**config.mk**
```make
export PLATFORM = sky130hd
export DESIGN_NAME = leb128_encoder_top
export DESIGN_NICKNAME = d
export VERILOG_FILES = /design/src/leb_pkg.sv /design/src/leb128_encoder_top.sv /design/src/leb_ctrl.sv /design/src/leb_dp.sv
export SDC_FILE = /design/constraint.sdc
export NUM_CORES = 1
export LEC_CHECK = 0
export ABC_CLOCK_PERIOD_IN_PS = 2700
export BUFFER_PORTS_ARGS = -buffer_cell sky130_fd_sc_hd__clkbuf_2
export CAP_MARGIN = 20
export CORE_MARGIN = 1
export CORE_UTILIZATION = 40
export CTS_CLUSTER_DIAMETER = 150
export DETAILED_ROUTE_END_ITERATION = 8
export PLACE_DENSITY_LB_ADDON = 0.08
export SLEW_MARGIN = 20
export SYNTH_ARGS = -nofsm -noshare
export SYNTH_HDL_FRONTEND = slang
export SYNTH_SLANG_ARGS = --single-unit
```
**constraint.sdc**
```tcl
create_clock -name clk -period 2.7 [get_ports clk]
set_input_delay 0.135 -clock clk [delete_from_list [all_inputs] [get_ports clk]]
set_output_delay 0.135 -clock clk [all_outputs]
set_load 0.01 [all_outputs]
```
**src/leb_pkg.sv**
```systemverilog
// Shared types and constants for the LEB128 encoder.
package leb_pkg;

    localparam int VALUE_W   = 64;
    localparam int GROUP_W   = 7;
    localparam int MAX_BYTES = 10;
    localparam int CNT_W     = $clog2(MAX_BYTES);

    localparam logic [1:0] OP_U32 = 2'd0;
    localparam logic [1:0] OP_U64 = 2'd1;
    localparam logic [1:0] OP_S32 = 2'd2;
    localparam logic [1:0] OP_S64 = 2'd3;

    localparam logic [7:0] CONT_BIT = 8'h80;

    typedef enum logic [0:0] {
        ST_IDLE,
        ST_EMIT
    } state_t;

    typedef struct packed {
        logic load;
        logic shift;
    } leb_cmd_t;

    typedef struct packed {
        logic done;
    } leb_status_t;

endpackage

```
**src/leb128_encoder_top.sv**
```systemverilog
// Top level of the LEB128 encoder: controller plus datapath.
// Takes one 64-bit word with an opcode (unsigned32, unsigned64, signed32,
// signed64) and emits its LEB128 encoding one byte per output word, least
// significant group first, last marking the final byte. One word is worked
// at a time: after the load, the 7-bit shift of the single value register
// emits one byte per cycle while the output is not stalled.
module leb128_encoder_top
(
    input  logic        clk,
    input  logic        rst_n,
    input  logic        in_valid,
    output logic        in_ready,
    input  logic [63:0] value,
    input  logic [1:0]  opcode,
    output logic        out_valid,
    input  logic        out_ready,
    output logic [7:0]  out_byte,
    output logic        last
);

    leb_pkg::leb_cmd_t    cmd;
    leb_pkg::leb_status_t status;

    leb_ctrl u_ctrl
    (
        .clk       (clk),
        .rst_n     (rst_n),
        .in_valid  (in_valid),
        .in_ready  (in_ready),
        .out_valid (out_valid),
        .out_ready (out_ready),
        .status    (status),
        .cmd       (cmd)
    );

    leb_dp u_dp
    (
        .clk      (clk),
        .rst_n    (rst_n),
        .value    (value),
        .opcode   (opcode),
        .cmd      (cmd),
        .status   (status),
        .out_byte (out_byte),
        .last     (last)
    );

    a_load_then_emit: assert property (@(posedge clk) disable iff (!rst_n)
        (in_valid && in_ready) |=> out_valid)
        else $error("no output after load");

    a_no_overlap: assert property (@(posedge clk) disable iff (!rst_n)
        out_valid |-> !in_ready)
        else $error("input taken while emitting");

    a_continue: assert property (@(posedge clk) disable iff (!rst_n)
        (out_valid && out_ready && !last) |=> out_valid)
        else $error("encoding cut short");

    a_end: assert property (@(posedge clk) disable iff (!rst_n)
        (out_valid && out_ready && last) |=> in_ready)
        else $error("not idle after last byte");

    a_cont_flag: assert property (@(posedge clk) disable iff (!rst_n)
        out_valid |-> (out_byte[7] == !last))
        else $error("continuation flag mismatch");

endmodule

```
**src/leb_ctrl.sv**
```systemverilog
// Controller: load/emit sequencing for one word at a time.
module leb_ctrl
(
    input  logic                clk,
    input  logic                rst_n,
    input  logic                in_valid,
    output logic                in_ready,
    output logic                out_valid,
    input  logic                out_ready,
    input  leb_pkg::leb_status_t status,
    output leb_pkg::leb_cmd_t   cmd
);

    leb_pkg::state_t state_reg;
    leb_pkg::state_t state_next;

    always_ff @(posedge clk or negedge rst_n)
    begin
        if (!rst_n)
        begin
            state_reg <= leb_pkg::ST_IDLE;
        end
        else
        begin
            state_reg <= state_next;
        end
    end

    always_comb
    begin
        state_next = state_reg;
        case (state_reg)
            leb_pkg::ST_IDLE:
            begin
                if (in_valid)
                begin
                    state_next = leb_pkg::ST_EMIT;
                end
            end
            leb_pkg::ST_EMIT:
            begin
                if (out_ready && status.done)
                begin
                    state_next = leb_pkg::ST_IDLE;
                end
            end
            default:
            begin
                state_next = leb_pkg::ST_IDLE;
            end
        endcase
    end

    always_comb
    begin
        in_ready  = 1'b0;
        out_valid = 1'b0;
        case (state_reg)
            leb_pkg::ST_IDLE:
            begin
                in_ready = 1'b1;
            end
            leb_pkg::ST_EMIT:
            begin
                out_valid = 1'b1;
            end
            default:
            begin
                in_ready  = 1'b0;
                out_valid = 1'b0;
            end
        endcase
        cmd.load  = in_valid && in_ready;
        cmd.shift = out_valid && out_ready;
    end

endmodule

```
**src/leb_dp.sv**
```systemverilog
// Datapath: value shift register, sign state and byte counter.
module leb_dp
(
    input  logic                          clk,
    input  logic                          rst_n,
    input  logic [leb_pkg::VALUE_W-1:0]   value,
    input  logic [1:0]                    opcode,
    input  leb_pkg::leb_cmd_t             cmd,
    output leb_pkg::leb_status_t          status,
    output logic [7:0]                    out_byte,
    output logic                          last
);

    logic [leb_pkg::VALUE_W-1:0] val_reg;
    logic [leb_pkg::VALUE_W-1:0] val_next;
    logic                        sgn_reg;
    logic                        sgn_next;
    logic                        neg_reg;
    logic                        neg_next;
    logic [leb_pkg::CNT_W-1:0]   cnt_reg;
    logic [leb_pkg::CNT_W-1:0]   cnt_next;

    logic [leb_pkg::VALUE_W-1:0] load_val;
    logic                        load_sgn;
    logic                        wide;
    logic [leb_pkg::VALUE_W-1:0] rest;
    logic [leb_pkg::GROUP_W-1:0] grp;
    logic                        done;

    always_comb
    begin
        load_sgn = opcode inside {leb_pkg::OP_S32, leb_pkg::OP_S64};
        wide     = opcode inside {leb_pkg::OP_U64, leb_pkg::OP_S64};
        if (wide)
        begin
            load_val = value;
        end
        else if (load_sgn)
        begin
            load_val = {{32{value[31]}}, value[31:0]};
        end
        else
        begin
            load_val = {32'd0, value[31:0]};
        end
    end

    always_comb
    begin
        grp  = val_reg[leb_pkg::GROUP_W-1:0];
        rest = {{leb_pkg::GROUP_W{neg_reg}}, val_reg[leb_pkg::VALUE_W-1:leb_pkg::GROUP_W]};
        if (sgn_reg)
        begin
            done = ((rest == '0) && !grp[6]) || ((rest == '1) && grp[6]);
        end
        else
        begin
            done = (rest == '0);
        end
        if (cnt_reg == leb_pkg::CNT_W'(leb_pkg::MAX_BYTES - 1))
        begin
            done = 1'b1;
        end
        status.done = done;
        out_byte    = {1'b0, grp} | (done ? 8'h00 : leb_pkg::CONT_BIT);
        last        = done;
    end

    always_comb
    begin
        val_next = val_reg;
        sgn_next = sgn_reg;
        neg_next = neg_reg;
        cnt_next = cnt_reg;
        if (cmd.load)
        begin
            val_next = load_val;
            sgn_next = load_sgn;
            neg_next = load_sgn && load_val[leb_pkg::VALUE_W-1];
            cnt_next = '0;
        end
        else if (cmd.shift)
        begin
            val_next = rest;
            cnt_next = cnt_reg + 1'b1;
        end
    end

    always_ff @(posedge clk)
    begin
        val_reg <= val_next;
        sgn_reg <= sgn_next;
        neg_reg <= neg_next;
    end

    always_ff @(posedge clk or negedge rst_n)
    begin
        if (!rst_n)
        begin
            cnt_reg <= '0;
        end
        else
        begin
            cnt_reg <= cnt_next;
        end
    end

endmodule
```
---- After elaboration in Yosys (flattened, before gate mapping) ----
Index checks and enable logic that the tools add are counted.
word-level totals
  output and inout port bits .............. 11
  bits in registers ....................... 71
  logic and storage cells ................. 39
  input bits .............................. 70
operators by class
  bitwise gates (word level) .............. 2
  mux-type cells .......................... 14
  equality and inequality tests ........... 5
  reductions and logical operators ........ 12
  add/subtract/negate cells ............... 1
operators by type and width
  cell                    number
  $mux W64                4
  $eq A64 B64 Y1 const B  1
  $logic_not A64 Y1       1
  $mux W4                 2
  $mux W8                 1
  $or A7 B8 Y8            1
  $logic_and A1 B1 Y1     6
  $mux W1                 6
  $reduce_bool A2 Y1      3
  $add A4 B1 Y4 const B   1
  $eq A2 B2 Y1 const B    2
  $eq A4 B4 Y1 const B    1
  $eq A2 B1 Y1 const B    1
  $pmux W1 S2             1
  $logic_not A1 Y1        1
  $logic_or A1 B1 Y1      1
  $not A1 Y1              1

---- Logic depth before layout (Yosys ltp) ----
  word-level depth ........................ 8
  mapped depth ............................ 6
  mapped depth without buffers ............ 5

---- Hierarchy ----
From an unflattened synthesis, not the netlist that was laid out.
unflattened totals
  cell total of the unflattened synthesis .. 286
  area total of the unflattened synthesis .. 3,457.1 µm²
by module, submodules not included
  module    instances  sequential area each (µm²)  area each (µm²)  cells an instance
  leb_dp    1          2,082.0                     3,398.3          280
  leb_ctrl  1          25.0                        58.8             6

---- Least setup slack after synthesis ----
OpenSTA, ideal clock, no wires.
  kind .................................... reg-to-reg
  start point ............................. reg u_ctrl.state_reg
  end point ............................... reg u_dp.val_reg[0] (netlist bit), enable pin
  cell stages (with the launch flop) ...... 5
  path slack .............................. 0.023 ns
  required time ........................... 2.276 ns
  library setup time ...................... 0.424 ns
  period minus slack after synthesis ...... 2.677 ns
  path buffers ............................ 1
  data arrival time ....................... 2.253 ns
  cells stage by stage .................... dfrtp_1 > inv_2 > nand2_1 > buf_2 > nand2_1
between the ends
  cells in the longest elaborated chain, start to end .. 3
  elaborated cells on any way between the ends .. 5
  classes of those cells .................. mux (2); reduce/logical (3)
RTL lines
  element                              line                      text
  from (decl)                          leb_ctrl.sv:14            leb_pkg::state_t state_reg;
  from (signal assigned)               leb_ctrl.sv:21            state_reg <= leb_pkg::ST_IDLE;
  from (signal assigned)               leb_ctrl.sv:25            state_reg <= state_next;
  $mux W1                              leb_ctrl.sv:58            case (state_reg)
  named net in_ready                   leb128_encoder_top.sv:12  output logic in_ready,
  $logic_and A1 B1 Y1                  leb_ctrl.sv:73            cmd.load = in_valid && in_ready;
  $reduce_bool A2 Y1 (no source line)  -
  to (signal assigned)                 leb_dp.sv:91              val_reg <= val_next;
  to (decl)                            leb_dp.sv:14              logic [leb_pkg::VALUE_W-1:0] val_reg;
The timed path passes the listed nets, and every way through them passes these cells.
A chain may end at the register's enable or synchronous reset.

---- Worst setup path after layout ----
  start point ............................. reg u_dp.val_reg[45] (netlist bit)
  end point ............................... out out_byte[7]
between the ends
  cells in the longest elaborated chain, start to end .. 7
  elaborated cells on any way between the ends .. 9
  classes of those cells .................. eq/ne (1); mux (3); bitwise (1); reduce/logical (4)
RTL lines
  element                                                     line                        text
  $eq A64 B64 Y1 / $logic_not A64 Y1 (equally long branches)  leb_dp.sv:54, leb_dp.sv:58
  $logic_and A1 B1 Y1                                         leb_dp.sv:54                done = ((rest == '0) && !grp[6]) || ((rest == '1) && grp[6]);
  $logic_or A1 B1 Y1                                          leb_dp.sv:54
  $mux W1 (*)                                                 leb_dp.sv:52                if (sgn_reg)
  $mux W1 (*)                                                 leb_dp.sv:60                if (cnt_reg == leb_pkg::CNT_W'(leb_pkg::MAX_BYTES - 1))
  $mux W8 (*)                                                 leb_dp.sv:65                out_byte = {1'b0, grp} | (done ? 8'h00 : leb_pkg::CONT_BIT);
  $or A7 B8 Y8 (*)                                            leb_dp.sv:65
  to (decl)                                                   leb128_encoder_top.sv:17    output logic [7:0] out_byte,
Every way passes the cells marked *; elsewhere a longest branch is shown, timed or not.

==> flow_summary.toml <==
[outcome]
status = "finished clean"

[clock_network]
clkTransAtPathRegs_ns = 0.08
clock_path_buffers = 2
cts_root_buffer = "clkbuf_8"
numClockSinks = 71
clk_latency_ns = 0.35
cts_tree = "yes"
htree_levels = 3
cts_inserted_buffers = 9
cts.hold.buffers_added = 1
cts_setup_buffers = 0
cts_resized = 0

[sta]
final.period_utilization_pct = 87.66
clock_skew_ns = 0.01582
drv_slew = 0
rsz0062_at_grt = "no"
setup_violations = 0
fmax_mhz = 422.5
fin_crit_ns = 2.367
tns_ns = 0
relSlewSlack_pct = 49.06
final_hold_viol_count = 0
worstMarginPinSlew_ns = 0.7641

[pwr]
cell_internal_pwr_mw = 2.136
p_sw_uw = 987.3
p_comb_share_pct = 19.7
p_seq_share_pct = 57.0
p_sw_share_pct = 31.61
clkPwrFrac_pct = 23.3
p_leak_nw = 1.715
powerDensity_nw_per_um2 = 765.1
max-vdd-ir-drop_mv = 0.3865

[yosys]
synth-edff-count = 66
syn-cell-area_sq_um = 3442
ys_types = 31
async_flop_share_pct = 7.042
ys_ff_latch = 71
synth_area_per_cell_sq_um = 9.834
ys_warn_count = 0
ys.flop_type = "edfxtp_1"
syn_inst = 350
synth_fp_nets = 422
ys_seq_area_share_pct = 61.21

[critical_path]
crit_arrival_ns = 2.23
end_kind = "primary output"
timing.rr.start = "u_dp.val_reg[45]"
worst_ep_required_time_ns = 2.57
slowest_delay_ns = 0.57
crit_chain = "nor4_1 > nand4_1 > or4_1 > o211ai_2 > inv_1 > clkbuf_2"
crit_path_top_delay_cell = "or4_1"
crit_fanout = 3
critical_path_buf_inv_count = 2
regToRegSetupSlack_ns = 0.75
cp-start-kind = "register"
rr_worst_depth = 5
crit_type = "register to primary output"
r2r-end = "u_ctrl.state_reg"
cp_top_family = "simple AND/OR/NAND/NOR gates"

[min_path]
min_delay_path_depth = 1
hold_path.class = "input port to register"
min_from = "opcode[1]"
hold_end = "u_dp.sgn_reg"

[drt]
drc = 0
drtAntennaViolNets = 0
routed_wl_um = 7949
avgViaCountPerCell = 5.111
firstDrtPassIters = 4
detail_route.wl_per_cell_um = 14.94
drt_iter0_drc = 107
num_vias = 2719

[global_routing]
grt_max_degree = 84
antenna_found_initial = 0
grt_pass1_wl_um = 12520
grt_pass1_vias = 2503
overflow = 0
grtUsageTotal_pct = 18.57

[cells_and_area]
area_delta_synth_final_pct = 18.61
fin_util_pct = 49.44
largest_reg_flops = 64
nFillCells = 808
layout_common_cells = "nand2_1 (130), clkbuf_2 (80), edfxtp_1 (66)"
post-route-cell-area_sq_um = 4083
nNetsFinal = 494
stdcell_count = 532
antennaDiodeCount = 0
drive_gt1_share_pct = 25.76
final_common_cell = "nand2_1"

[floorplan]
dieArea_sq_um = 8980
start_util_pct = 41.68
die_w_um = 94.77
core.rowCount = 33
io_pins = 81
core-area_sq_um = 8258
die_height_um = 94.77

[placement]
place_hpwl_um = 5728
place.gp.congestion = 0.7747
place_area_sq_um = 3909
port_buffers = 80
dp_cells = 515

[job]
maxCapViolations = 0
worst reg2reg max path, cell delays in order (launching register included):
cell	delay (ns)
edfxtp_1	0.42
nor4_1	0.43
nand4_1	0.19
or4_1	0.57
o211ai_2	0.11
a31oi_1	0.11
power by group through the flow:
stage               sequential (mW)  combinational (mW)  clock [mW]
floorplan                      1.75               0.435           0
global placement               1.79               0.616           0
detailed placement             1.80               0.622           0
CTS                            1.78               0.628       0.740
global route                   1.82               0.708       0.777
finish                         1.78               0.616       0.727
through the flow:
stage                     total power [mW]  hold slack [ns]  worst slack (ns)
after floorplan                      2.182          -0.1606           0.02309
after global placement               2.410         -0.03909            0.7785
after detailed placement             2.423         -0.03567            0.7418
after CTS                            3.147         0.005368            0.3528
after global routing                 3.308          0.01899            0.2686
final                                3.124          0.01061            0.3332
synthesized netlist by cell type, types with 2 or more instances:
library cell,count,share of area [%]
inv_1,3,0.33
buf_4,7,1.5
dfrtp_1,5,3.6
buf_2,3,0.44
nand3_1,2,0.29
nand2_1,132,14
nor2_1,4,0.44
clkbuf_1,13,1.4
edfxtp_1,66,58
nor4_1,13,2.4
buf_1,3,0.33
o21ai_0,21,3.1
ha_1,2,0.73
nand4_1,20,3.6
a21oi_1,33,4.8
o21ai_1,5,0.73
nor4_2,4,1.5
layout make-up:
class                           instances  area [sq um]  share of cell area [%]
Clock inverter                          7         40.04                  0.9807
Tap cell                              105         131.4                   3.218
Sequential cell                        71          2107                   51.61
Clock buffer                            9         123.9                   3.034
Timing Repair Buffer                   87         467.9                   11.46
Multi-Input combinational cell        248          1194                   29.24
Inverter                                5         18.77                  0.4597
routing by layer:
metal | share of wire (%) | global-route usage [%] | up-vias
met5 | 0 | 0 | -
met4 | 1.4 | 6.692 | 0
met3 | 4.0 | 3.543 | 12
met2 | 48 | 29.14 | 65
met1 | 47 | 25.60 | 1248
li1 | - | - | 1394
how the worst max path moves through the flow:
stage / from / end / slack [ns] / cells past startpoint
finish: u_dp.val_reg[45] / out_byte[7] / 0.33 / 6
detailed placement: u_dp.val_reg[45] / out_byte[7] / 0.74 / 6
CTS: u_dp.val_reg[45] / out_byte[7] / 0.35 / 6
floorplan: u_ctrl.state_reg / u_dp.val_reg[0] / 0.02 / 4
global placement: u_dp.val_reg[45] / out_byte[7] / 0.78 / 6
global route: u_dp.val_reg[50] / out_byte[7] / 0.27 / 6
cell families (layout without fill, tap and decap cells):
logic type                 Yosys count  in the layout  share of synthesized area (%)
and+or+nand+nor                    180            180                          23.59
buffers and inverters               31            108                          4.253
AOI/OAI and AO/OA                   65             65                          9.960
xor gates and xnor gates             1              1                         0.2545
adders and majority gates            2              2                         0.7269
DFF                                 71             71                          61.21
Power figures use the tool's default switching activity.
